--- src/design/mss_pkg.sv ---
package mss_pkg;

	localparam int STRAIN_W   = 32;
	localparam int MOD_W      = 32;
	localparam int BRK_W      = 31;
	localparam int MAGX_W     = (STRAIN_W > BRK_W) ? STRAIN_W : BRK_W + 1;
	localparam int OP_W       = MAGX_W + 1;
	localparam int PROD_W     = MOD_W + OP_W + 1;
	localparam int SUM_W      = PROD_W + 2;
	localparam int STRESS_W   = 64;
	localparam int TAN_W      = 32;
	localparam int SEG_W      = 2;
	localparam int CFG_IDX_W  = 3;
	localparam int CFG_DATA_W = 32;
	localparam int Q_DEPTH    = 4;
	localparam int Q_AW       = $clog2(Q_DEPTH);
	localparam int Q_CW       = $clog2(Q_DEPTH + 1);

	localparam logic [CFG_IDX_W-1:0] REG_SLOPE_INITIAL = 3'd0;
	localparam logic [CFG_IDX_W-1:0] REG_BREAK_FIRST   = 3'd1;
	localparam logic [CFG_IDX_W-1:0] REG_SLOPE_SECOND  = 3'd2;
	localparam logic [CFG_IDX_W-1:0] REG_BREAK_SECOND  = 3'd3;
	localparam logic [CFG_IDX_W-1:0] REG_SLOPE_THIRD   = 3'd4;
	localparam logic [CFG_IDX_W-1:0] REG_BREAK_THIRD   = 3'd5;
	localparam logic [CFG_IDX_W-1:0] REG_SLOPE_LAST    = 3'd6;

	localparam logic [SEG_W-1:0] SEG_INITIAL = 2'd0;
	localparam logic [SEG_W-1:0] SEG_SECOND  = 2'd1;
	localparam logic [SEG_W-1:0] SEG_THIRD   = 2'd2;
	localparam logic [SEG_W-1:0] SEG_LAST    = 2'd3;

	localparam logic [MOD_W-1:0] SLOPE_RST        = MOD_W'(1);
	localparam logic [BRK_W-1:0] BREAK_FIRST_RST  = BRK_W'(6553600);
	localparam logic [BRK_W-1:0] BREAK_SECOND_RST = BRK_W'(13107200);
	localparam logic [BRK_W-1:0] BREAK_THIRD_RST  = BRK_W'(19660800);

	localparam logic signed [STRESS_W-1:0] STRESS_MAX = {1'b0, {(STRESS_W-1){1'b1}}};
	localparam logic signed [STRESS_W-1:0] STRESS_MIN = {1'b1, {(STRESS_W-1){1'b0}}};

	typedef logic        [MOD_W-1:0]  slope_t;
	typedef logic        [BRK_W-1:0]  brk_t;
	typedef logic        [MAGX_W-1:0] magx_t;
	typedef logic signed [OP_W-1:0]   op_t;
	typedef logic signed [PROD_W-1:0] prod_t;
	typedef logic signed [SUM_W-1:0]  sum_t;

	typedef struct packed {
		slope_t slope_initial;
		brk_t   break_first;
		slope_t slope_second;
		brk_t   break_second;
		slope_t slope_third;
		brk_t   break_third;
		slope_t slope_last;
	} cfg_t;

	// one classified sample: multiplier operands per segment lane
	typedef struct packed {
		op_t              op0;
		op_t              op1;
		op_t              op2;
		op_t              op3;
		logic [SEG_W-1:0] seg;
		logic             neg;
		logic             zero;
	} qentry_t;

	typedef struct packed {
		logic [TAN_W-1:0] tangent;
		logic [SEG_W-1:0] seg;
		logic             neg;
		logic             zero;
	} side_t;

	function automatic prod_t mul_slope(input slope_t s, input op_t o);
		prod_t a;
		prod_t b;
		a = prod_t'($signed({1'b0, s}));
		b = prod_t'(o);
		return a * b;
	endfunction

endpackage

--- src/design/mss_queue.sv ---
module mss_queue (
	input  logic             clk,
	input  logic             arst_n,
	input  mss_pkg::qentry_t push_data,
	input  logic             push_valid,
	output logic             push_ready,
	output mss_pkg::qentry_t pop_data,
	output logic             pop_valid,
	input  logic             pop_ready
);
	import mss_pkg::*;

	qentry_t         mem_q [Q_DEPTH];
	logic [Q_AW-1:0] wr_q;
	logic [Q_AW-1:0] rd_q;
	logic [Q_CW-1:0] cnt_q;
	logic            do_push;
	logic            do_pop;

	assign push_ready = (cnt_q != Q_CW'(Q_DEPTH));
	assign pop_valid  = (cnt_q != '0);
	assign pop_data   = mem_q[rd_q];
	assign do_push    = push_valid && push_ready;
	assign do_pop     = pop_valid && pop_ready;

	always_ff @(posedge clk or negedge arst_n) begin
		if (!arst_n) begin
			wr_q  <= '0;
			rd_q  <= '0;
			cnt_q <= '0;
		end else begin
			if (do_push) begin
				wr_q <= wr_q + Q_AW'(1);
			end
			if (do_pop) begin
				rd_q <= rd_q + Q_AW'(1);
			end
			case ({do_push, do_pop})
				2'b10:   cnt_q <= cnt_q + Q_CW'(1);
				2'b01:   cnt_q <= cnt_q - Q_CW'(1);
				default: cnt_q <= cnt_q;
			endcase
		end
	end

	always_ff @(posedge clk) begin
		if (do_push) begin
			mem_q[wr_q] <= push_data;
		end
	end

endmodule

--- config.mk ---
export PLATFORM = sky130hd
export DESIGN_NAME = mss_queue
export DESIGN_NICKNAME = d
export VERILOG_FILES = /design/src/design/mss_pkg.sv /design/src/design/mss_queue.sv
export SDC_FILE = /design/constraint.sdc
export NUM_CORES = 1
export LEC_CHECK = 0
export BUFFER_PORTS_ARGS = -buffer_cell sky130_fd_sc_hd__buf_4
export CORE_ASPECT_RATIO = 0.8
export CORE_MARGIN = 2
export CORE_UTILIZATION = 50
export DETAILED_ROUTE_END_ITERATION = 8
export HOLD_SLACK_MARGIN = 0.03
export PLACE_DENSITY = 0.75
export SYNTH_ARGS = -nofsm -noshare
export SYNTH_HDL_FRONTEND = slang
export SYNTH_SLANG_ARGS = --single-unit
--- constraint.sdc ---
create_clock -name clk -period 3.07 [get_ports clk]
set_input_delay 0.1535 -clock clk [delete_from_list [all_inputs] [get_ports clk]]
set_output_delay 0.1535 -clock clk [all_outputs]
set_load 0.01 [all_outputs]
### Word level (Yosys, flattened, before mapping)

Memories as Yosys holds them, arrays and structs flattened.
Index checks and enable logic that the tools add are counted.
W data, S select, Z words.

* memories kept: 1
* output and inout bits: 138
* bits of input ports: 140
* register bits: 7
* logic and storage cells: 18
* memory bits (writable): 544

Memories
* mem_q: depth 4, width 136, read ports 1, clocked after memory_dff 0, write ports 1, RTL line mss_queue.sv:13 `qentry_t mem_q [Q_DEPTH];`

* eq/ne operators: 3
* multiplexer cells: 3
* $add $sub $neg: 4
* reduce and logical (&&, ||, !) cells: 4

Operators by type and width (count)
* $pmux W3 S2: 1
* $add A2 B1 Y2 const B: 2
* $add A3 B1 Y3 const B: 1
* $ne A3 B3 Y1 const B: 1
* $reduce_bool A3 Y1: 1
* $sub A3 B1 Y3 const B: 1
* $eq A2 B1 Y1 const B: 1
* $eq A2 B2 Y1 const B: 1
* $logic_and A1 B1 Y1: 2
* $mux W1: 2
* $reduce_bool A2 Y1: 1

### Longest topological paths before layout

Gate-level depths: netlist of run 1.

* depth in word-level cells: 4
* depth in mapped cells: 9
* mapped depth without buffers: 9

### Least setup slack after synthesis of run 1

No wires, ideal clock.

* path type: register to register
* start point: reg cnt_q[2]
* end point: mem mem_q[0][0] (netlist name), enable pin
* stages on the path, launching flop included: 3
* data required time: 2.635 ns
* data arrival time: 2.371 ns
* clock period less this slack: 2.806 ns
* setup time: 0.435 ns
* slack: 0.264 ns
* path buffers: 0
* path through: dfrtp_1 or3b_4 and3_2

* longest elaborated chain between the ends: 4

Ends and longest elaborated chain
* start, declared: RTL line mss_queue.sv:16 `logic [Q_CW-1:0] cnt_q;`
* start signal, assigned: RTL line mss_queue.sv:39 `2'b10: cnt_q <= cnt_q + Q_CW'(1);`
* start signal, assigned: RTL line mss_queue.sv:40 `2'b01: cnt_q <= cnt_q - Q_CW'(1);`
* start signal, assigned: RTL line mss_queue.sv:41 `default: cnt_q <= cnt_q;`
* $ne A3 B3 Y1: RTL line mss_queue.sv:20 `assign push_ready = (cnt_q != Q_CW'(Q_DEPTH));`
* named net push_ready: RTL line mss_queue.sv:6 `output logic push_ready,`
* $logic_and A1 B1 Y1: RTL line mss_queue.sv:23 `assign do_push = push_valid && push_ready;`
* $mux W1: RTL line mss_queue.sv:47 `if (do_push) begin`
* $mux W1 (implied by the code): RTL line mss_queue.sv:48 `mem_q[wr_q] <= push_data;`
* end, declared: RTL line mss_queue.sv:13

The timed path passes the listed nets, and every way through them passes these cells.

==> results of run 1 <==
==> per-layer routing <==
layer | vias up | wire (um) | track usage [%]
li1 | 4157 | - | -
met2 | 312 | 20000 | 32.0
met1 | 4978 | 15800 | 25.0
met5 | - | 13 | 0
met3 | 60 | 3010 | 5.15
met4 | 2 | 701 | 5.02
==> flip-flops by register name, indices dropped and copies added (netlist names) <==
signal and cells:
wr_q 2, mem_q 544, cnt_q 3, rd_q 2
==> worst paths after layout <==
kind	start	end	slack, ns	cells past startpoint
max	rd_q[1]	pop_data[85]	0.58	3
min	push_data[47]	mem_q[2][47]	0.33	2
max reg2reg	cnt_q[0]	cnt_q[2]	0.86	9
min reg2reg	cnt_q[2]	cnt_q[2]	0.51	1
max in group asynchronous	arst_n	rd_q[1]	2.24	3
min in group asynchronous	arst_n	cnt_q[1]	0.56	3
==> what timing repair did <==
action	CTS	global route
setup buffers	0	0
hold buffers	140	0
resized for setup	0	0
endpoints found under the hold margin	555	0
==> area by class of cell <==
type / count / share of cell area (%)
diodes: 1 / 0.00970
clock buffers: 65 / 5.32
clock inverters: 27 / 0.509
inverters: 6 / 0.0873
multi-input cells: 160 / 12.8
flip-flops and latches: 551 / 64.1
well taps: 536 / 2.60
repair buffers: 434 / 14.6
==> critical path: cells and delay by family, from the launching register on <==
family / cells / cell delay (ns)
DFF: 1 / 0.68
muxes: 1 / 0.40
buffers and inverters: 2 / 0.57
==> cells in the final DEF (no fill, tap or decap) <==
master / count
edfxtp_1: 544
buf_4: 282
dlygate4sd3_1: 140
mux4_2: 136
clkbuf_16: 53
clkinv_1: 13
clkbuf_1: 12
buf_12: 12
clkinv_2: 10
inv_1: 6
ha_1: 5
dfrtp_1: 5
and3_4: 4
xnor2_1: 3
xor2_1: 3
inv_6: 2
clkinvlp_4: 2
dfrtp_4: 2
diode_2: 1
o31a_2: 1
or3b_4: 1
and2_4: 1
or3_2: 1
mux2i_1: 1
mux2_4: 1
nand2_1: 1
nor2_1: 1
fa_1: 1
==> power by group through the flow <==
stage / Combinational, mW / Sequential (mW) / Clock, mW
2_1_floorplan: 4.49 / 10.4 / 0
3_3_place_gp: 7.62 / 10.4 / 0
3_5_place_dp: 7.67 / 10.5 / 0
4_1_cts: 7.85 / 10.3 / 5.86
5_1_grt: 8.22 / 10.4 / 6.18
6_report: 7.70 / 10.3 / 5.74
==> stage by stage <==
step                      power [mW]  instances  hold WS [ns]
after floorplan                 14.9        748        -0.142
after global placement          18.0       1547       -0.0300
after detailed placement        18.2       1547       -0.0294
after CTS                       24.1       1779         0.299
after global routing            24.9       1780         0.311
final                           23.8       1780         0.329
==> cells by family after synthesis <==
family                     synth area share (%)
AOI/OAI and AO/OA                        0.0499
xor gates and xnor gates                  0.262
adders and majority gates                 0.412
buffers and inverters                      1.25
DFF                                        82.3
muxes                                      15.4
and+or+nand+nor                           0.324
==> impl_results.md, run 1 <==
- DIE WIDTH: 228 um
- Slew @ Worst Pin: 0.688 ns
- Port Buf Inserts: 277
- Final ANT Viol Nets: 0
- Post-synth EDFFs: 544
- Yosys warns: 0
- Total wire length: 39.5 mm
- Setup violations, final: 0
- Reg clk slew, reported paths: 0.06 ns
- Pwr Density: 922 mW/mm2
- DRC: 0
- Total negative setup slack: 0 ns
- CP arrival: 2.34 ns
- Dpl ws: 0.881 ns
- Relative slew slack: 54.1%
- Die H: 183 um
- Net Switching: 6.80 mW
- Pint: 17.0 mW
- Final core occ: 65.2%
- Min Tclk post-route: 2.49 ns
- Mapped Cells: 748
- Leakage: 8.85 nW
- Main synth FF type: edfxtp_1
- Register share of total power: 43.5%
- Cell Rows: 65
- Clk_skew: 0.0122 ns
- Routability cong.: 0.700
- Post-synthesis register bit count: 551
- Hold Vio Cnt, Final: 0
- First DRT Iteration DRCs: 635
- DR WL/cell: 22.2 um
- Max Cap Viol: 0
- Cell Area, Synth: 0.0201 mm2
- Vias in the first global route: 10,300
- Vias: 9,509
- RSZ-0062 raised after global routing: false
- Design area: 0.0258 mm2
- Startpoint types: flop
- Comb power frac: 32.4%
- Post-route worst setup slack: 0.581 ns
- Setup CP Type: reg2out
- Kind of end point of the critical path: primary output
- Fin crit share: 81.1%
- Area share of the largest cell type after synthesis: 81.4%
- Sw Share: 28.6%
- Post-synth top cells: edfxtp_1 (544), mux4_2 (136), buf_6 (14)
- Cell taking the most area after synthesis: edfxtp_1
- Area contributors post-synth: edfxtp_1 (81%), mux4_2 (15%), dfrtp_1 (0.87%)
- Worst-Skew Late Latency: 0.56 ns
- H-tree Lvls: 2
- Worst endpoint required time: 2.92 ns
- Vias per cell: 5.34
- CORE AREA: 0.0395 mm2
- Peak VDD IR: 0.683 mV
- Max Slew Vio Count: 0
- Dpl hpwl: 22.1 mm
- Die area: 0.0417 mm2
- Outcome: finished clean
- Syn Nets: 894
- HP Class: in2reg
- Grt ovf: 0
- GRT Overall Usage: 19.0%
- Area growth, synth to finish: 28.6%
- Sequential area share after synthesis: 82.3%
- Synth unique cells: 21
- I/O pin count: 278
- Slowest stage delay, CP: 0.68 ns
- Critical path fanouts, max: 71
- First-pass GRT wire length: 60.4 mm
- F_max: 402 MHz
- CTS Buffer Depth: 3
- Final Net Count: 1,350
- Synth Area per Inst: 26.8 um2
- Clk sink count: 551
- Most frequent cell after synthesis: edfxtp_1
- Storage element area: 0.0165 mm2
- Fraction of layout instances using a drive strength above 1: 40.9%
- Slowest cell on the critical path: dfrtp_4
- Clk root buf: clkbuf_16
- Async set or reset register ratio after synthesis: 1.27%
- Starting density of the core: 50.8%
- CTS tree: built
- Footprint of the multi-input gates: 0.00331 mm2
- First-pass DRT Iterations: 5
- Number of buffers created by CTS: 51
- CP Cell Sequence: buf_12 -> mux4_2 -> buf_4
- Fillers: 2,521
- Antenna violations before repair: 2
- Placed cell area: 0.0229 mm2
- Largest net degree at the start of global routing: 104
- Clock group share of total power: 24.1%
(Power assumes the default switching activity.)
==> inputs of run 2 (changes only) <==
clock period = 2.4 ns   (was 3.07 ns; I/O delays follow)
==> impl_results.md, run 2 (synthesis gave the netlist of run 1 again) <==
- CP arrival: 2.14 ns
- Register share of total power: 42.0%
- Pint: 22.6 mW
- Clk_skew: 0.0176 ns
- Grt ovf: 0
- Clk sink count: 551
- Max reg flops: 544
- PostCTS Resize Cnt: 0
- Port Buf Inserts: 277
- DRC: 0
- H-tree Lvls: 2
- Slew @ Worst Pin: 0.400 ns
- Die area: 0.0417 mm2
- DIE WIDTH: 228 um
- Fin crit share: 94.3%
- Worst endpoint required time: 2.28 ns
- Critical path fanouts, max: 25
- Max Slew Vio Count: 0
- HP Class: in2reg
- First DRT Iteration DRCs: 592
- Critical path origin: rd_q[0]
- Net Switching: 8.89 mW
- RSZ-0062 raised after global routing: false
- Min Tclk post-route: 2.26 ns
- Worst Hold Depth: 2
- Final core occ: 66.4%
- Peak VDD IR: 0.870 mV
- Post-Layout Cell Count: 1,810
- Fraction of layout instances using a drive strength above 1: 42.1%
- Hold_ws: 0.291 ns
- Cell count of the worst reg-to-reg path: 9
- Startpoint types: flop
- Area growth, synth to finish: 30.8%
- Max Cap Viol: 0
- Final Net Count: 1,380
- GR Layer Usage met1: 26.0%
- F_max: 442 MHz
- Outcome: finished clean
- Total wire length: 40.8 mm
- Most frequent cells in the layout: edfxtp_1 (544), buf_4 (300), dlygate4sd3_1 (140)
- Vias in the first global route: 10,600
- Die H: 183 um
- Top Registers: mem_q (544), cnt_q (3)
- Relative slew slack: 73.3%
- Routability cong.: 0.747
- First-pass DRT Iterations: 4
- Antenna violations before repair: 2
- Sw Share: 28.3%
- Final Total Pwr: 31.5 mW
- Setup violations, final: 0
- HP Start: push_data[22]
- Final ANT Viol Nets: 0
- Most used routing layer: met2
- Largest net degree at the start of global routing: 59
- Worst-Skew Late Latency: 0.57 ns
- DR WL/cell: 22.6 um
- Setup CP Type: reg2out
- Number of diodes: 0
- First-pass GRT wire length: 62.7 mm
- CORE AREA: 0.0395 mm2
- Dpl hpwl: 24.2 mm
- CTS tree: built
- Fillers: 2,460
- Number of buffers created by CTS: 52
- Comb power frac: 33.3%
- Leakage: 9.08 nW
- Starting density of the core: 50.8%
- Origin of the critical flop-to-flop path: cnt_q[0]
- Clock group share of total power: 24.7%
- GRT Overall Usage: 19.8%
- Placed Cells incl. Taps: 1,574
- Clk root buf: clkbuf_16
- I/O pin count: 278
- Largest Register: mem_q
- Reg clk slew, reported paths: 0.06 ns
- Grt met2 use: 32.4%
- Vias per cell: 5.38
- Vias: 9,730
- Pwr Density: 1200 mW/mm2
- Met3 usage: 5.72%
- Kind of end point of the critical path: primary output
- Cell Rows: 65
- Hold Vio Cnt, Final: 0
- Most common cell after layout, fill and taps aside: edfxtp_1
- CTS Buffer Depth: 3
-- run 2: changes by cell type in the layout (fill, tap and decap cells not counted) --
cell       change
bufinv_16      +4
buf_4         +18
clkinv_1       +2
buf_12        +11
clkbuf_1       +1
clkinv_2       -5
diode_2        -1
-- run 2: metrics by stage --
step / TNS [ns] / setup slack (ns) / cell area (um2)
after floorplan: -220.64 / -0.406 / 20100
after global placement: 0 / 0.252 / 23200
after detailed placement: 0 / 0.199 / 23200
after CTS: 0 / 0.0961 / 26200
after global routing: 0 / 0.0266 / 26200
final: 0 / 0.138 / 26200
-- run 2: power by group through the flow --
stage | Sequential [mW] | Combinational [mW] | Clock, mW
detailed placement | 13.4 | 10.3 | 0
global route | 13.3 | 11.2 | 8.32
global placement | 13.3 | 10.2 | 0
CTS | 13.2 | 10.6 | 7.94
floorplan | 13.3 | 5.74 | 0
finish | 13.2 | 10.5 | 7.77
-- run 2: layout make-up --
class | instances | area, um2 | area share [%]
Clock inverter | 28 | 234 | 0.891
Clock buffer | 66 | 1380 | 5.24
Inverter | 6 | 22.5 | 0.0858
Timing Repair Buffer | 463 | 4110 | 15.7
Sequential cell | 551 | 16500 | 62.9
Tap cell | 536 | 671 | 2.56
Multi-Input combinational cell | 160 | 3310 | 12.6
-- run 2: timing repair --
action,in CTS,in global routing
buffers inserted,2,0
hold endpoints to repair,555,0
endpoints found under the setup margin,53,0
hold buffers,140,0
-- run 2: metal layers --
metal	part of all wire (%)	wire length (um)
met1	40	16200
met2	50	20300
met3	8.0	3270
met4	2.7	1090
met5	0.059	24
-- run 2: worst paths after layout --
kind                           endpoint  slack [ns]
max                        pop_data[83]        0.14
min                        mem_q[0][22]        0.29
max reg2reg                    cnt_q[2]        0.20
min reg2reg                    cnt_q[2]        0.52
max in group asynchronous       rd_q[0]        1.59
min in group asynchronous       rd_q[1]        0.54
-- run 2: critical path, stage by stage, from the launching register on --
cell and delay (ns):
dfrtp_4 0.45, buf_12 0.15, buf_12 0.24, mux4_2 0.55
buf_4 0.16
==> inputs of run 3 (changes only) <==
CORE_MARGIN = 10   (was 2)
CTS_BUF_LIST = sky130_fd_sc_hd__clkbuf_4   (was not set)
==> impl_results.md, run 3 (synthesis gave the netlist of run 1 again) <==
- Most frequent cells in the layout: edfxtp_1 (544), dlygate4sd3_1 (274), buf_4 (192)
- Design area: 0.0285 mm2
- Cell count of the worst reg-to-reg path: 9
- DIE WIDTH: 244 um
- Relative slew slack: 66.0%
- Total negative setup slack: -13.69 ns
- Placed cell area: 0.0233 mm2
- Placed Cells incl. Taps: 1,577
- Area growth, synth to finish: 41.9%
- Clk sink count: 551
- Leakage: 10.2 nW
- Hold Vio Cnt, Final: 0
- CTS Buffer Depth: 3
- Routability cong.: 0.719
- Critical path fanouts, max: 13
- RSZ-0062 raised after global routing: true
- Starting density of the core: 50.8%
- Fillers: 2,198
- Worst Hold Depth: 2
- Vias: 11,100
- Setup violations, final: 136
- Reg clk slew, reported paths: 0.07 ns
- Failing checks: setup timing
- Top Registers: mem_q (544), cnt_q (3)
- Worst-Skew Late Latency: 0.86 ns
- Antenna violations before repair: 3
- Kind of end point of the critical path: primary output
- First DRT Iteration DRCs: 1,018
- Setup CP Type: reg2out
- Clk_skew: 0.0442 ns
- Max reg flops: 544
- Worst endpoint required time: 2.28 ns
- Port Buf Inserts: 277
- First-pass GRT wire length: 75.0 mm
- Post-route worst setup slack: -0.154 ns
- Outcome: finished with violations
- Startpoint types: flop
- F_max: 391 MHz
- Largest Register: mem_q
- Max Cap Viol: 0
- Final Net Count: 1,616
- Final Total Pwr: 34.0 mW
- First-pass DRT Iterations: 5
- Most common cell after layout, fill and taps aside: edfxtp_1
- H-tree Lvls: 4
- Number of buffers created by CTS: 136
- Slowest cell on the critical path: mux4_2
- Vias in the first global route: 12,300
- Final ANT Viol Nets: 0
- Fraction of layout instances using a drive strength above 1: 44.1%
- CP arrival: 2.43 ns
- Fin crit share: 106%
- GRT Overall Usage: 20.5%
- Die area: 0.0486 mm2
- Post-Layout Cell Count: 2,097
- Min Tclk post-route: 2.55 ns
- DR WL/cell: 24.7 um
- Total wire length: 51.9 mm
- I/O pin count: 278
- Max Slew Vio Count: 0
- Slowest stage delay, CP: 0.54 ns
- Grt ovf: 0
- Peak VDD IR: 0.835 mV
- HP Class: in2reg
- CTS tree: built
- Dpl hpwl: 26.2 mm
- Die H: 199 um
- Largest net degree at the start of global routing: 69
- CORE AREA: 0.0395 mm2
- Slew @ Worst Pin: 0.509 ns
- Cell Rows: 65
- CP Cell Sequence: buf_12 -> clkbuf_16 -> mux4_2 -> buf_6
- Vias per cell: 5.31
- Pwr Density: 1190 mW/mm2
- DRC: 0
- Clk root buf: clkbuf_4
## run 3: changes by cell type in the layout (fill, tap and decap cells not counted), sizes merged
cell | previous run | this run
clkinv | 20 | 28
buf | 323 | 337
dlygate4sd3 | 140 | 274
diode | 0 | 4
bufinv | 4 | 5
clkbuf | 66 | 194
clkinvlp | 2 | 0
## run 3: stage by stage
step / hold WS (ns) / utilization, % / worst slack (ns)
after floorplan: -0.176 / - / -0.406
after global placement: -0.0658 / 58.9 / 0.243
after detailed placement: -0.0634 / 58.9 / 0.185
after CTS: 0.0367 / 70.8 / -0.244
after global routing: 0.0510 / 72.0 / -0.276
final: 0.105 / 72.0 / -0.154
## run 3: cell type report
class / count / area [um2] / area share (%)
antenna: 4 / 10.0 / 0.0352
timing repair buffer: 615 / 6240 / 21.9
clock inverter: 35 / 264 / 0.928
inverter: 6 / 22.5 / 0.0791
clock buffer: 190 / 1430 / 5.01
multi-input combinational: 160 / 3310 / 11.6
sequential: 551 / 16500 / 58.0
tap: 536 / 671 / 2.36
## run 3: where the power goes
group	switching (mW)	internal, mW
clock network	3.75	4.16
logic	5.96	6.87
registers	0.503	12.7
## run 3: worst paths after layout
check / startpoint / endpoint / slack [ns]
worst max-delay path: rd_q[0] / pop_data[74] / -0.15
worst min-delay path: push_data[59] / mem_q[2][59] / 0.11
worst max register to register: cnt_q[0] / cnt_q[2] / 0.16
worst min register to register: cnt_q[2] / cnt_q[2] / 0.54
max in group asynchronous: arst_n / rd_q[1] / 1.89
min in group asynchronous: arst_n / cnt_q[1] / 0.22
## run 3: per-layer routing
metal | global-route usage [%] | part of all wire (%)
met1 | 24.4 | 37
met2 | 34.7 | 53
met3 | 7.10 | 8.4
met4 | 6.87 | 1.8
met5 | 0 | 0.027
## run 3: critical path: cells and delay by family, from the launching register on
kind	cells	cell delay, ns
mux	1	0.54
buf+inv	3	0.58
flops	1	0.44
## run 3: repair_timing
item,in CTS,in global routing
buffers inserted,7,5
gates resized for setup,44,81
endpoints found under the hold margin,816,0
endpoints found under the setup margin,136,136
hold buffers,274,0
gates cloned,0,5
