--- src/design/mss_pkg.sv ---
package mss_pkg;

	localparam int STRAIN_W   = 32;
	localparam int MOD_W      = 32;
	localparam int BRK_W      = 31;
	localparam int MAGX_W     = (STRAIN_W > BRK_W) ? STRAIN_W : BRK_W + 1;
	localparam int OP_W       = MAGX_W + 1;
	localparam int PROD_W     = MOD_W + OP_W + 1;
	localparam int SUM_W      = PROD_W + 2;
	localparam int STRESS_W   = 64;
	localparam int TAN_W      = 32;
	localparam int SEG_W      = 2;
	localparam int CFG_IDX_W  = 3;
	localparam int CFG_DATA_W = 32;
	localparam int Q_DEPTH    = 4;
	localparam int Q_AW       = $clog2(Q_DEPTH);
	localparam int Q_CW       = $clog2(Q_DEPTH + 1);

	localparam logic [CFG_IDX_W-1:0] REG_SLOPE_INITIAL = 3'd0;
	localparam logic [CFG_IDX_W-1:0] REG_BREAK_FIRST   = 3'd1;
	localparam logic [CFG_IDX_W-1:0] REG_SLOPE_SECOND  = 3'd2;
	localparam logic [CFG_IDX_W-1:0] REG_BREAK_SECOND  = 3'd3;
	localparam logic [CFG_IDX_W-1:0] REG_SLOPE_THIRD   = 3'd4;
	localparam logic [CFG_IDX_W-1:0] REG_BREAK_THIRD   = 3'd5;
	localparam logic [CFG_IDX_W-1:0] REG_SLOPE_LAST    = 3'd6;

	localparam logic [SEG_W-1:0] SEG_INITIAL = 2'd0;
	localparam logic [SEG_W-1:0] SEG_SECOND  = 2'd1;
	localparam logic [SEG_W-1:0] SEG_THIRD   = 2'd2;
	localparam logic [SEG_W-1:0] SEG_LAST    = 2'd3;

	localparam logic [MOD_W-1:0] SLOPE_RST        = MOD_W'(1);
	localparam logic [BRK_W-1:0] BREAK_FIRST_RST  = BRK_W'(6553600);
	localparam logic [BRK_W-1:0] BREAK_SECOND_RST = BRK_W'(13107200);
	localparam logic [BRK_W-1:0] BREAK_THIRD_RST  = BRK_W'(19660800);

	localparam logic signed [STRESS_W-1:0] STRESS_MAX = {1'b0, {(STRESS_W-1){1'b1}}};
	localparam logic signed [STRESS_W-1:0] STRESS_MIN = {1'b1, {(STRESS_W-1){1'b0}}};

	typedef logic        [MOD_W-1:0]  slope_t;
	typedef logic        [BRK_W-1:0]  brk_t;
	typedef logic        [MAGX_W-1:0] magx_t;
	typedef logic signed [OP_W-1:0]   op_t;
	typedef logic signed [PROD_W-1:0] prod_t;
	typedef logic signed [SUM_W-1:0]  sum_t;

	typedef struct packed {
		slope_t slope_initial;
		brk_t   break_first;
		slope_t slope_second;
		brk_t   break_second;
		slope_t slope_third;
		brk_t   break_third;
		slope_t slope_last;
	} cfg_t;

	// one classified sample: multiplier operands per segment lane
	typedef struct packed {
		op_t              op0;
		op_t              op1;
		op_t              op2;
		op_t              op3;
		logic [SEG_W-1:0] seg;
		logic             neg;
		logic             zero;
	} qentry_t;

	typedef struct packed {
		logic [TAN_W-1:0] tangent;
		logic [SEG_W-1:0] seg;
		logic             neg;
		logic             zero;
	} side_t;

	function automatic prod_t mul_slope(input slope_t s, input op_t o);
		prod_t a;
		prod_t b;
		a = prod_t'($signed({1'b0, s}));
		b = prod_t'(o);
		return a * b;
	endfunction

endpackage

--- src/design/mss_intf.sv ---


interface mss_cfg_if;
	import mss_pkg::*;
	logic                  valid;
	logic                  ready;
	logic [CFG_IDX_W-1:0]  index;
	logic [CFG_DATA_W-1:0] data;
	modport source (output valid, output index, output data, input ready);
	modport sink   (input valid, input index, input data, output ready);
endinterface

--- src/design/mss_regs.sv ---
module mss_regs (
	input  logic          clk,
	input  logic          arst_n,
	mss_cfg_if.sink       cfg,
	output mss_pkg::cfg_t regs
);
	import mss_pkg::*;

	cfg_t regs_q;

	assign cfg.ready = 1'b1;
	assign regs      = regs_q;

	always_ff @(posedge clk or negedge arst_n) begin
		if (!arst_n) begin
			regs_q.slope_initial <= SLOPE_RST;
			regs_q.break_first   <= BREAK_FIRST_RST;
			regs_q.slope_second  <= SLOPE_RST;
			regs_q.break_second  <= BREAK_SECOND_RST;
			regs_q.slope_third   <= SLOPE_RST;
			regs_q.break_third   <= BREAK_THIRD_RST;
			regs_q.slope_last    <= SLOPE_RST;
		end else if (cfg.valid) begin
			case (cfg.index)
				REG_SLOPE_INITIAL: regs_q.slope_initial <= cfg.data[MOD_W-1:0];
				REG_BREAK_FIRST:   regs_q.break_first   <= cfg.data[BRK_W-1:0];
				REG_SLOPE_SECOND:  regs_q.slope_second  <= cfg.data[MOD_W-1:0];
				REG_BREAK_SECOND:  regs_q.break_second  <= cfg.data[BRK_W-1:0];
				REG_SLOPE_THIRD:   regs_q.slope_third   <= cfg.data[MOD_W-1:0];
				REG_BREAK_THIRD:   regs_q.break_third   <= cfg.data[BRK_W-1:0];
				REG_SLOPE_LAST:    regs_q.slope_last    <= cfg.data[MOD_W-1:0];
				default: ;
			endcase
		end
	end

endmodule

--- src/flat_wrapper.sv ---
// flat-port wrapper written by rule: the top's interface ports become plain ports
module mss_regs_flat import mss_pkg::*;
  (clk, arst_n, regs, cfg_valid, cfg_index, cfg_data, cfg_ready);
  mss_cfg_if cfg_i ();
  input  logic clk;
  input  logic arst_n;
  output mss_pkg::cfg_t regs;
  input wire logic [$bits(cfg_i.valid)-1:0] cfg_valid;
  input wire logic [$bits(cfg_i.index)-1:0] cfg_index;
  input wire logic [$bits(cfg_i.data)-1:0] cfg_data;
  output wire logic [$bits(cfg_i.ready)-1:0] cfg_ready;
  assign cfg_i.valid = cfg_valid;
  assign cfg_i.index = cfg_index;
  assign cfg_i.data = cfg_data;
  assign cfg_ready = cfg_i.ready;
  mss_regs u_core (.clk(clk), .arst_n(arst_n), .cfg(cfg_i), .regs(regs));
endmodule
--- config.mk ---
export PLATFORM = sky130hd
export DESIGN_NAME = mss_regs_flat
export DESIGN_NICKNAME = d
export VERILOG_FILES = /design/src/design/mss_pkg.sv /design/src/design/mss_intf.sv /design/src/design/mss_regs.sv /design/src/flat_wrapper.sv
export SDC_FILE = /design/constraint.sdc
export NUM_CORES = 1
export LEC_CHECK = 0
export BUFFER_PORTS_ARGS = -buffer_cell sky130_fd_sc_hd__buf_4
export CAP_MARGIN = 30
export CORE_UTILIZATION = 40
export DETAILED_ROUTE_END_ITERATION = 8
export PLACE_DENSITY_LB_ADDON = 0.12
export SLEW_MARGIN = 10
export SYNTH_ARGS = -nofsm -noshare
export SYNTH_HDL_FRONTEND = slang
export SYNTH_SLANG_ARGS = --single-unit
--- constraint.sdc ---
create_clock -name clk -period 1.4 [get_ports clk]
set_input_delay 0.42 -clock clk [delete_from_list [all_inputs] [get_ports clk]]
set_output_delay 0.42 -clock clk [all_outputs]
set_load 0.02 [all_outputs]
======== Word level (Yosys, flattened, before mapping) ========
Index checks and enable logic that the tools add are counted.
word-level totals
  word-level logic and storage cells ...... 21
  input port bits ......................... 38
  register bits after elaboration ......... 221
cells by class
  reductions and logical operators ........ 8
  eq/ne operators ......................... 6
operators with widths
  kind                                                  number
  AND reduction 2 bit                                   7
  equality test 3 bit (second input constant)           3
  equality test 3 x 2 -> 1 bit (second input constant)  2
  equality test 3 x 1 -> 1 bit (second input constant)  1
  logical NOT 3 bit                                     1

======== Depth between registers and ports, before layout ========
Gate-level depths: netlist of the first run.
  depth in word-level cells ............... 2
  mapped depth ............................ 5
  mapped depth without buffers ............ 2

======== Worst setup path after synthesis of the first run ========
Ideal clock, no wire load.
  path kind ............................... input -> register
  start point ............................. input cfg_index[1]
  end point ............................... register u_core.regs_q, in the netlist u_core.regs[190]
  data arrival time ....................... 1.463 ns
  stages on the path ...................... 4
  path slack .............................. -0.188 ns
  required time ........................... 1.275 ns
  buffers on the path ..................... 2
  cells stage by stage .................... buf_6 -> nor4b_4 -> buf_6 -> mux2_4
between the ends
  cells in the longest elaborated chain, start to end .. 2
ends and longest elaborated chain
  what                           line               source
  from (decl)                    flat_wrapper.sv:9  input wire logic [$bits(cfg_i.index)-1:0] cfg_index;
  logical NOT 3 bit              mss_regs.sv:24     case (cfg.index)
  AND reduction 2 bit (no line)  --
  to (decl)                      mss_regs.sv:9      cfg_t regs_q;
No other way between the ends.
A chain may end at the register's enable or synchronous reset.

======== Worst setup path after layout of the first run ========
  start point ............................. register u_core.regs_q, in the netlist u_core.regs[180]
  end point ............................... output regs[180] in the netlist's numbering
RTL lines
  what       line               source
  to (decl)  flat_wrapper.sv:7  output mss_pkg::cfg_t regs;
No word-level cell between the ends.

==> metrics.md, run 1 <==
| Metric | Value |
|---|---|
| I/O Buffers | 258 |
| Setup crit start | u_core.regs[180] |
| # DRC | 0 |
| Crit. path cell count | 1 |
| Worst slack, placed | -0.326 ns |
| Tmin final | ~1.6 ns |
| WS Path Type | reg -> out |
| Sink Count | around 220 |
| Synth Instances | 476 |
| Rows | 52 |
| Pin count of the biggest net entering global routing | 48 |
| Comb pwr share | 0.364 |
| Final #Nets | 905 |
| Max reg flops | 221 |
| GP Congestion | ~0.75 |
| CTS tree | done |
| Hold WC Path Type | in -> reg |
| Final Max Slew Viols | 0 |
| Worst vdd ir | about 1.1 mV |
| Layout cells sized above 1 | 0.752 |
| Post-Syn Area | about 8500 sq um |
| Final hold vios | 0 |
| Die ar. | 21800 sq um |
| Worst r2r path cells | 3 |
| Later-pin clock latency in the skew report | between 0.4 and 0.5 ns |
| Pwr Density | 1710 nW/um^2 |
| Drt first pass iters | 4 |
| Vias in the first global route | 6008 |
| Unrepaired setup endpoints after global routing | yes |
| IO Pins | 260 |
| Failing checks | setup timing |
| First-pass GRT wire length | 35800 um |
| Synthesis warning total | 0 |
| CP Capture Type | output pin |
| Crit Path Max Fanout | 2 |
| Most common cell after layout, fill and taps aside | buf_6 |
| Hpwl dp | 14800 um |
| Synth cell types | 13 |
| Filler cells | 1456 |
| Slowest CP cell | dfstp_2 |
| FF+latch count, synth | 221 |
| Max Cap Viol | 0 |
| Delay-heaviest family, CP | flip-flops |
| Critical path buffer and inverter count | 1 |
| Startpoint Class | register |
| Clock skew | 0 ns |
| Reg2reg end | u_core.regs[178] |
| Most frequent cells in the layout | buf_6 (221), dfrtp_1 (207), buf_4 (152), mux2_2 (117), mux2_4 (104) |
| Syn_nets | 514 |
| Vias | 5562 |
| Clock Power Share | 0.252 |
| Clock Pin Slew Worst Setup and Hold Paths | ~0.060 ns |
| Flop2flop setup slack | 0.36 ns |
| DR iter-0 viols | 95 |
| Multi-input logic area | 2990 sq um |
| GRT overflow | 0 |
| Pleak | about 6.5 nW |
| Wire per inst | 20.1 um |
| Largest stage delay on the critical path | 0.54 ns |
| Area grow syn2layout | 60.4% |
| Initial antenna violation count | 0 |
| Worst EP arrival | about 1.2 ns |
| CTS buffer count | 23 |
| Die H | 148 um |
| Hold path startpoint | cfg_data[31] |
| TNS Setup | -10.89 ns |
| Sw frac | 0.300 |
| Register area | 5550 sq um |
| Vias per cell | approximately 4.8 |
| CP Cell Sequence | buf_6 |
| Post-route cell area | roughly 14000 sq um |
| Setup violators final | 221 |
| Sequential share of power | 0.385 |
| Outcome | complete, but fails checks |
| Final wirelength | 23100 um |
| Routed Antenna Nets | 0 |
| CP required | around 0.98 ns |
| Chip width | 148 um |
| Power Internal | 16.3 mW |
| WHS Endpoint | u_core.regs[157] |
| Initial Util | 0.413 |
| Hold Path Depth | 2 |
| FMAX | around 640 MHz |
| Core ar. | 20500 sq um |
| Gr usage total | 0.214 |
| CTS max path bufs | 3 |
| Register area share after synthesis | 0.655 |
| Setup WS post-layout | -0.171 ns |
| DP Area | 11200 sq um |
| Final Cycle Share | 1.12 |
| H-Tree Level Count | 1 |
| Root Buffer | clkbuf_16 |
| Psw | ~7 mW |
| Mapped Avg Cell Area | between 15 and 20 sq um |
| Antenna Cells | 0 |
| Reg2reg start | u_core.regs[178] |
-- repair_timing --
action,in CTS,in global routing
hold endpoints to repair,16,0
buffers inserted,65,45
gates resized for setup,221,0
hold buffers,1,0
setup endpoints to repair,221,221
-- layer usage --
layer	GRT usage	vias up	part of all wire
li1	-	2460	-
met1	0.281	2902	0.42
met2	0.358	171	0.50
met3	0.0485	29	0.059
met4	0.0531	0	0.016
met5	0	-	0
-- layout make-up --
type                       instances  area share
clock buffer                      35      0.0494
clock inverter                     5     0.00368
multi-input combinational        229       0.220
sequential                       221       0.408
tap                              270      0.0249
timing repair buffer             392       0.294
-- per-stage QoR --
stage	hold WS, ns	total power, mW	std cells	utilization
6_report	0.208	23.3	1152	0.663
4_1_cts	0.185	23.0	1107	0.646
3_5_place_dp	0.320	15.4	1001	0.547
5_1_grt	0.197	24.3	1152	0.663
3_3_place_gp	0.318	15.2	1001	0.547
2_1_floorplan	0.124	12.2	476	-
-- power by group through the flow --
stage	Clock [mW]	Combinational (mW)	Sequential (mW)
3_5_place_dp	0	6.60	8.79
4_1_cts	5.98	8.10	8.94
6_report	5.86	8.47	8.96
5_1_grt	6.30	8.87	9.11
3_3_place_gp	0	6.50	8.73
2_1_floorplan	0	1.73	10.4
-- synthesized netlist by cell type --
master | number | area, sq um
buf_2 | 10 | 50.1
dfstp_2 | 14 | 368
conb_1 | 1 | 3.75
mux2_4 | 36 | 541
nor4b_4 | 1 | 23.8
and4bb_1 | 2 | 25.0
buf_4 | 5 | 37.5
buf_6 | 11 | 124
nand4b_1 | 3 | 26.3
mux2_1 | 2 | 22.5
nor4bb_1 | 1 | 10.0
mux2_2 | 183 | 2060
dfrtp_1 | 207 | 5180
-- how the worst max path moves through the flow --
stage	to	slack, ns
2_1_floorplan	u_core.regs[190]	-0.17
3_3_place_gp	u_core.regs[220]	-0.30
3_5_place_dp	u_core.regs[220]	-0.33
4_1_cts	regs[179]	-0.20
5_1_grt	regs[176]	-0.21
6_report	regs[180]	-0.17
-- cells by family (layout without fill, tap and decap cells) --
kind of cell,count (synthesis),count (layout),share of synthesized area
AND/OR/NAND/NOR,7,7,0.0100
buffers and inverters,26,432,0.0250
flip-flops,221,221,0.655
other,1,1,0.000443
multiplexers,221,221,0.310
-- worst reg2reg max path, cell delays in order (launching register included) --
cell and delay (ns):
dfrtp_1 0.40, buf_4 0.15, buf_4 0.12, mux2_4 0.26
Power figures use the tool's default switching activity.
==> run 2: changes to the inputs <==
- CORE_ASPECT_RATIO: unset -> 1.2
==> run 2 against run 1 <==
Effect of this change: the flow still finishes with violations (setup timing); sequential power about the same; clock power rose by 15%; core utilization rose by 0.81 points; design area increased by 1.1%; largest power group unchanged; highest routed layer unchanged.
==> metrics.md, run 2 (synthesis results as in run 1) <==
| Metric | Value |
|---|---|
| Outcome | complete, but fails checks (unchanged) |
| Failing checks | setup timing (unchanged) |
| Final Max Slew Viols | 0 (unchanged) |
| Setup WS post-layout | -0.198 ns (was -0.171 ns) |
| Antenna Cells | 0 (unchanged) |
| Final #Nets | 911 (was 905) |
| FMAX | 626 MHz (was 637 MHz) |
| DP Area | 11200 sq um (about the same) |
| Worst hold margin | 0.200 ns (was 0.208 ns) |
| Later-pin clock latency in the skew report | 0.50 ns (was 0.49 ns) |
| Worst vdd ir | 1.05 mV (was 1.10 mV) |
| Vias per cell | 4.82 (was 4.83) |
| Setup crit start | u_core.regs[179] (was u_core.regs[180]) |
| Worst EP arrival | 1.18 ns (was 1.15 ns) |
| Largest stage delay on the critical path | 0.55 ns (was 0.54 ns) |
| Vias in the first global route | 6082 (was 6008) |
| Most common cell after layout, fill and taps aside | buf_6 (unchanged) |
| Hpwl dp | 14800 um (about the same) |
| Crit Path Max Fanout | 2 (unchanged) |
| Vias | 5565 (was 5562) |
| GP Congestion | 0.729 (was 0.748) |
| Final Cycle Share | 1.14 (was 1.12) |
| Clock Pin Slew Worst Setup and Hold Paths | 0.06 ns (about the same) |
| Hold WC Path Type | in -> reg (unchanged) |
| IO Pins | 260 (unchanged) |
| Reg2reg start | u_core.regs[65] (was u_core.regs[178]) |
| Delay-heaviest family, CP | flip-flops (unchanged) |
| Pwr Density | 1760 nW/um^2 (was 1710 nW/um^2) |
| Post-route cell area | 13700 sq um (was 13600 sq um) |
| Chip width | 135 um (was 148 um) |
| I/O Buffers | 258 (unchanged) |
| Max Cap Viol | 0 (unchanged) |
| Final wirelength | 23000 um (was 23100 um) |
| Pin count of the biggest net entering global routing | 42 (was 48) |
| CP required | 0.98 ns (about the same) |
| Clock skew | 0 ns (unchanged) |
| Pleak | 6.58 nW (was 6.50 nW) |
| CP Cell Sequence | buf_6 (unchanged) |
| # DRC | 0 (unchanged) |
| Filler cells | 1406 (was 1456) |
| Gr usage total | 0.212 (was 0.214) |
| Sink Count | 221 (unchanged) |
| Final hold vios | 0 (unchanged) |
| Final Util | 0.671 (was 0.663) |
| DR iter-0 viols | 141 (was 95) |
| Layout cells sized above 1 | 0.756 (was 0.752) |
| Die H | 161 um (was 148 um) |
| GRT overflow | 0 (unchanged) |
| Initial Util | 0.414 (was 0.413) |
| Wire per inst | 19.9 um (was 20.1 um) |
| Max reg flops | 221 (unchanged) |
| Core ar. | 20500 sq um (about the same) |
| Slowest CP cell | dfstp_2 (unchanged) |
| Most frequent cells in the layout | buf_6 (221), dfrtp_1 (207), buf_4 (159), mux2_2 (117), mux2_4 (104) (was buf_6 (221), dfrtp_1 (207), buf_4 (152), mux2_2 (117), mux2_4 (104)) |
| Hold path startpoint | cfg_data[31] (unchanged) |
| Root Buffer | clkbuf_16 (unchanged) |
| Drt first pass iters | 4 (unchanged) |
| Rows | 57 (was 52) |
| CP Capture Type | output pin (unchanged) |
| Die ar. | 21800 sq um (about the same) |
| WS Path Type | reg -> out (unchanged) |
| H-Tree Level Count | 1 (unchanged) |
| Critical path buffer and inverter count | 1 (unchanged) |
| CTS max path bufs | 3 (unchanged) |
| Tmin final | 1.60 ns (was 1.57 ns) |
| Startpoint Class | register (unchanged) |
| Unrepaired setup endpoints after global routing | yes (unchanged) |
| CTS tree | done (unchanged) |
| Area grow syn2layout | 62.1% (was 60.4%) |
| Initial antenna violation count | 0 (unchanged) |
| CTS buffer count | 24 (was 23) |
| Routed Antenna Nets | 0 (unchanged) |
| First-pass GRT wire length | 35300 um (was 35800 um) |
| Setup violators final | 221 (unchanged) |
-- run 2: changes by cell type in the layout (fill, tap and decap cells not counted) --
cell,change
bufinv_16,+3
buf_4,+7
clkbuf_8,+1
clkbuf_1,-2
clkinv_2,-1
buf_12,-2
clkbuf_16,+2
-- run 2: worst reg2reg max path: stages (launching register included) --
cell and delay (ns):
dfrtp_1 0.40, buf_4 0.14, buf_4 0.12, mux2_4 0.26
-- run 2: per-layer routing --
layer	global-route usage	routed length [um]	up-vias
li1	-	-	2476
met1	0.264	9340	2882
met2	0.363	11600	180
met3	0.0565	1590	27
met4	0.0521	396	0
met5	0	0	-
-- run 2: power breakdown --
group          switching (mW)  internal (mW)
registers                1.08           7.88
logic                    3.49           4.98
clock network            2.46           4.31
total                    7.03           17.2
-- run 2: timing repair --
action	CTS	global route
setup endpoints to repair	221	221
endpoints found under the hold margin	25	0
hold buffers	1	0
gates resized for setup	221	0
buffers inserted	70	43
-- run 2: worst paths after layout --
kind                                     to  slack (ns)  cells past startpoint
max in group asynchronous  u_core.regs[180]        0.41                      3
max                               regs[179]       -0.20                      1
min                        u_core.regs[157]        0.20                      2
min in group asynchronous  u_core.regs[141]        0.40                      2
max reg2reg                 u_core.regs[65]        0.37                      3
min reg2reg                 u_core.regs[79]        0.53                      1
-- run 2: cell type report --
| cell class | count | area [sq um] | share of cell area |
|---|---|---|---|
| Sequential cell | 221 | 5550 | 0.404 |
| Timing Repair Buffer | 397 | 4010 | 0.292 |
| Multi-Input combinational cell | 229 | 2990 | 0.217 |
| Clock buffer | 36 | 727 | 0.0529 |
| Tap cell | 265 | 332 | 0.0241 |
| Clock inverter | 7 | 135 | 0.00984 |
-- run 2: metrics by stage --
step / TNS, ns / instances / setup WS [ns] / power (mW)
final: -12.42 / 1155 / -0.198 / 24.2
after global routing: -20.93 / 1155 / -0.243 / 25.2
after CTS: -17.67 / 1112 / -0.219 / 24.0
after detailed placement: -42.18 / 998 / -0.335 / 15.4
after global placement: -38.26 / 998 / -0.277 / 15.2
after floorplan: -14.04 / 476 / -0.169 / 12.2
==> run 3: changes to the inputs <==
- GPL_TIMING_DRIVEN: unset -> 0
==> run 3 against run 2 <==
Effect of this change: the run ends with hold timing, setup timing left; clock skew is the same; maximum frequency up 0.59%; global-route usage fell by 0.25 points; core utilization down 1.4 points; sequential share of layout area up 0.86 points; die area did not move; flip-flop and latch count is the same; clock-buffer cell count decreased by 1; first-iteration DRC count grew 5.0%; combinational power fell by 2.4%; wire length down 2.2%; critical path type unchanged; largest cell class unchanged.
==> metrics.md, run 3 (synthesis results as in run 1) <==
| Metric | Value |
|---|---|
| Setup violators final | 221 (unchanged) |
| Wire per inst | 19.7 um (was 19.9 um) |
| GP Congestion | 0.760 (was 0.729) |
| I/O Buffers | 256 (was 258) |
| CTS tree | done (unchanged) |
| # DRC | 0 (unchanged) |
| Non-Filler Instances | 1143 (was 1155) |
| Pin count of the biggest net entering global routing | 114 (was 42) |
| Final #Nets | 899 (was 911) |
| Hold WC Path Type | in -> async (was in -> reg) |
| Initial Util | 0.414 (unchanged) |
| Initial antenna violation count | 0 (unchanged) |
| Max Cap Viol | 0 (unchanged) |
| CP Cell Sequence | buf_6 (unchanged) |
| Die H | 161 um (unchanged) |
| IO Pins | 260 (unchanged) |
| Worst EP arrival | 1.17 ns (was 1.18 ns) |
| Final Max Slew Viols | 0 (unchanged) |
| Unrepaired setup endpoints after global routing | yes (unchanged) |
| CTS max path bufs | 3 (unchanged) |
| GRT overflow | 0 (unchanged) |
| Layout cells sized above 1 | 0.747 (was 0.756) |
| Largest stage delay on the critical path | 0.54 ns (was 0.55 ns) |
| Sink Count | 221 (unchanged) |
| Worst hold margin | -0.0328 ns (was 0.200 ns) |
| Final Cycle Share | 1.13 (was 1.14) |
| CP Capture Type | output pin (unchanged) |
| Antenna Cells | 0 (unchanged) |
| Vias per cell | 4.78 (was 4.82) |
| Most common cell after layout, fill and taps aside | buf_6 (unchanged) |
| Max reg flops | 221 (unchanged) |
| TNS Setup | -12.50 ns (was -12.42 ns) |
| Final hold vios | 27 (was 0) |
| Placed cells | 998 (unchanged) |
| Gr usage total | 0.209 (was 0.212) |
| Delay-heaviest family, CP | flip-flops (unchanged) |
| Outcome | complete, but fails checks (unchanged) |
| Root Buffer | clkbuf_16 (unchanged) |
| Vias | 5461 (was 5565) |
| Slew @ Worst Pin | slightly above 0.8 ns |
| Vias in the first global route | 6060 (was 6082) |
| Pleak | 6.42 nW (was 6.58 nW) |
| Pwr Density | 1740 nW/um^2 (was 1760 nW/um^2) |
| Final wirelength | 22500 um (was 23000 um) |
| Startpoint Class | register (unchanged) |
| Tmin final | 1.59 ns (was 1.60 ns) |
| WS Path Type | reg -> out (unchanged) |
| Clock skew | 0 ns (unchanged) |
| Later-pin clock latency in the skew report | 0.50 ns (about the same) |
| Routed Antenna Nets | 0 (unchanged) |
| Crit Path Max Fanout | 2 (unchanged) |
| Core ar. | 20500 sq um (unchanged) |
| Rows | 57 (unchanged) |
| Hpwl dp | 14600 um (was 14800 um) |
| Worst slew margin | 0.459 |
| Area grow syn2layout | 58.7% (was 62.1%) |
| Die ar. | 21800 sq um (unchanged) |
| Worst vdd ir | 1.03 mV (was 1.05 mV) |
| First-pass GRT wire length | 35000 um (was 35300 um) |
| Drt first pass iters | 4 (unchanged) |
| Clock Pin Slew Worst Setup and Hold Paths | 0.06 ns (about the same) |
| Failing checks | hold timing, setup timing (was setup timing) |
| Chip width | 135 um (unchanged) |
| Most frequent cells in the layout | buf_6 (228), dfrtp_1 (207), buf_4 (135), mux2_2 (117), mux2_4 (104) (was buf_6 (221), dfrtp_1 (207), buf_4 (159), mux2_2 (117), mux2_4 (104)) |
| FMAX | 630 MHz (was 626 MHz) |
| CTS buffer count | 23 (was 24) |
| CP required | 0.98 ns (about the same) |
| H-Tree Level Count | 1 (unchanged) |
| Slowest CP cell | dfstp_2 (unchanged) |
| Setup WS post-layout | -0.188 ns (was -0.198 ns) |
| DR iter-0 viols | 148 (was 141) |
| Critical path buffer and inverter count | 1 (unchanged) |
[run 3: cell types whose count changed in the layout (fill, tap and decap cells not counted), moves of 2 or more]
cell / before / now
buf_6: 221 / 228
buf_2: 0 / 10
bufinv_16: 4 / 2
buf_4: 159 / 135
clkbuf_16: 25 / 23
buf_8: 0 / 9
dlygate4sd3_1: 1 / 3
buf_12: 15 / 0
[run 3: path summary, 6_finish.rpt]
path	end	slack, ns	start	depth (start not counted)
hold / removal	u_core.regs[110]	-0.03	arst_n	1
max in group asynchronous	u_core.regs[213]	0.42	arst_n	2
min in group clk	u_core.regs[94]	0.18	cfg_data[31]	2
hold reg to reg	u_core.regs[81]	0.53	u_core.regs[81]	1
setup / recovery	regs[63]	-0.19	u_core.regs[63]	1
setup reg to reg	u_core.regs[148]	0.35	u_core.regs[148]	3
[run 3: cell type report]
cell class | instances | area (sq um)
well taps | 265 | 332
flip-flops and latches | 221 | 5550
plain buffers | 26 | 256
clock inverters | 7 | 91.3
fillers | 1478 | 7020
repair buffers | 360 | 3570
multi-input cells | 229 | 2970
clock buffers | 35 | 681
[run 3: through the flow]
step | worst slack [ns] | power, mW | cell area, sq um | hold WS [ns] | utilization
2_1_floorplan | -0.169 | 12.2 | 8780 | 0.124 | -
3_3_place_gp | -1.53 | 15.1 | 11000 | 0.490 | 0.539
3_5_place_dp | -0.453 | 15.3 | 11100 | 0.496 | 0.541
4_1_cts | -0.214 | 23.3 | 13200 | 0.00214 | 0.644
5_1_grt | -0.227 | 24.4 | 13400 | 0.0236 | 0.657
6_report | -0.188 | 23.4 | 13400 | -0.0328 | 0.657
[run 3: where the power goes]
part	internal (mW)	switching [mW]
registers	7.88	1.06
clock network	3.72	2.45
logic	4.86	3.42
total	16.5	6.93
[run 3: what timing repair did]
item / in CTS / in global routing
gates resized for setup: 221 / 0
setup endpoints to repair: 221 / 221
setup buffers: 65 / 35
hold buffers: 3 / 0
pin swaps: 0 / 0
endpoints found under the hold margin: 2 / 0
[run 3: layer usage]
metal	part of all wire	up-vias	GRT usage
met5	0	-	0
met1	0.40	2802	0.253
met4	0.022	0	0.0572
li1	-	2442	-
met2	0.51	181	0.363
met3	0.074	36	0.0578
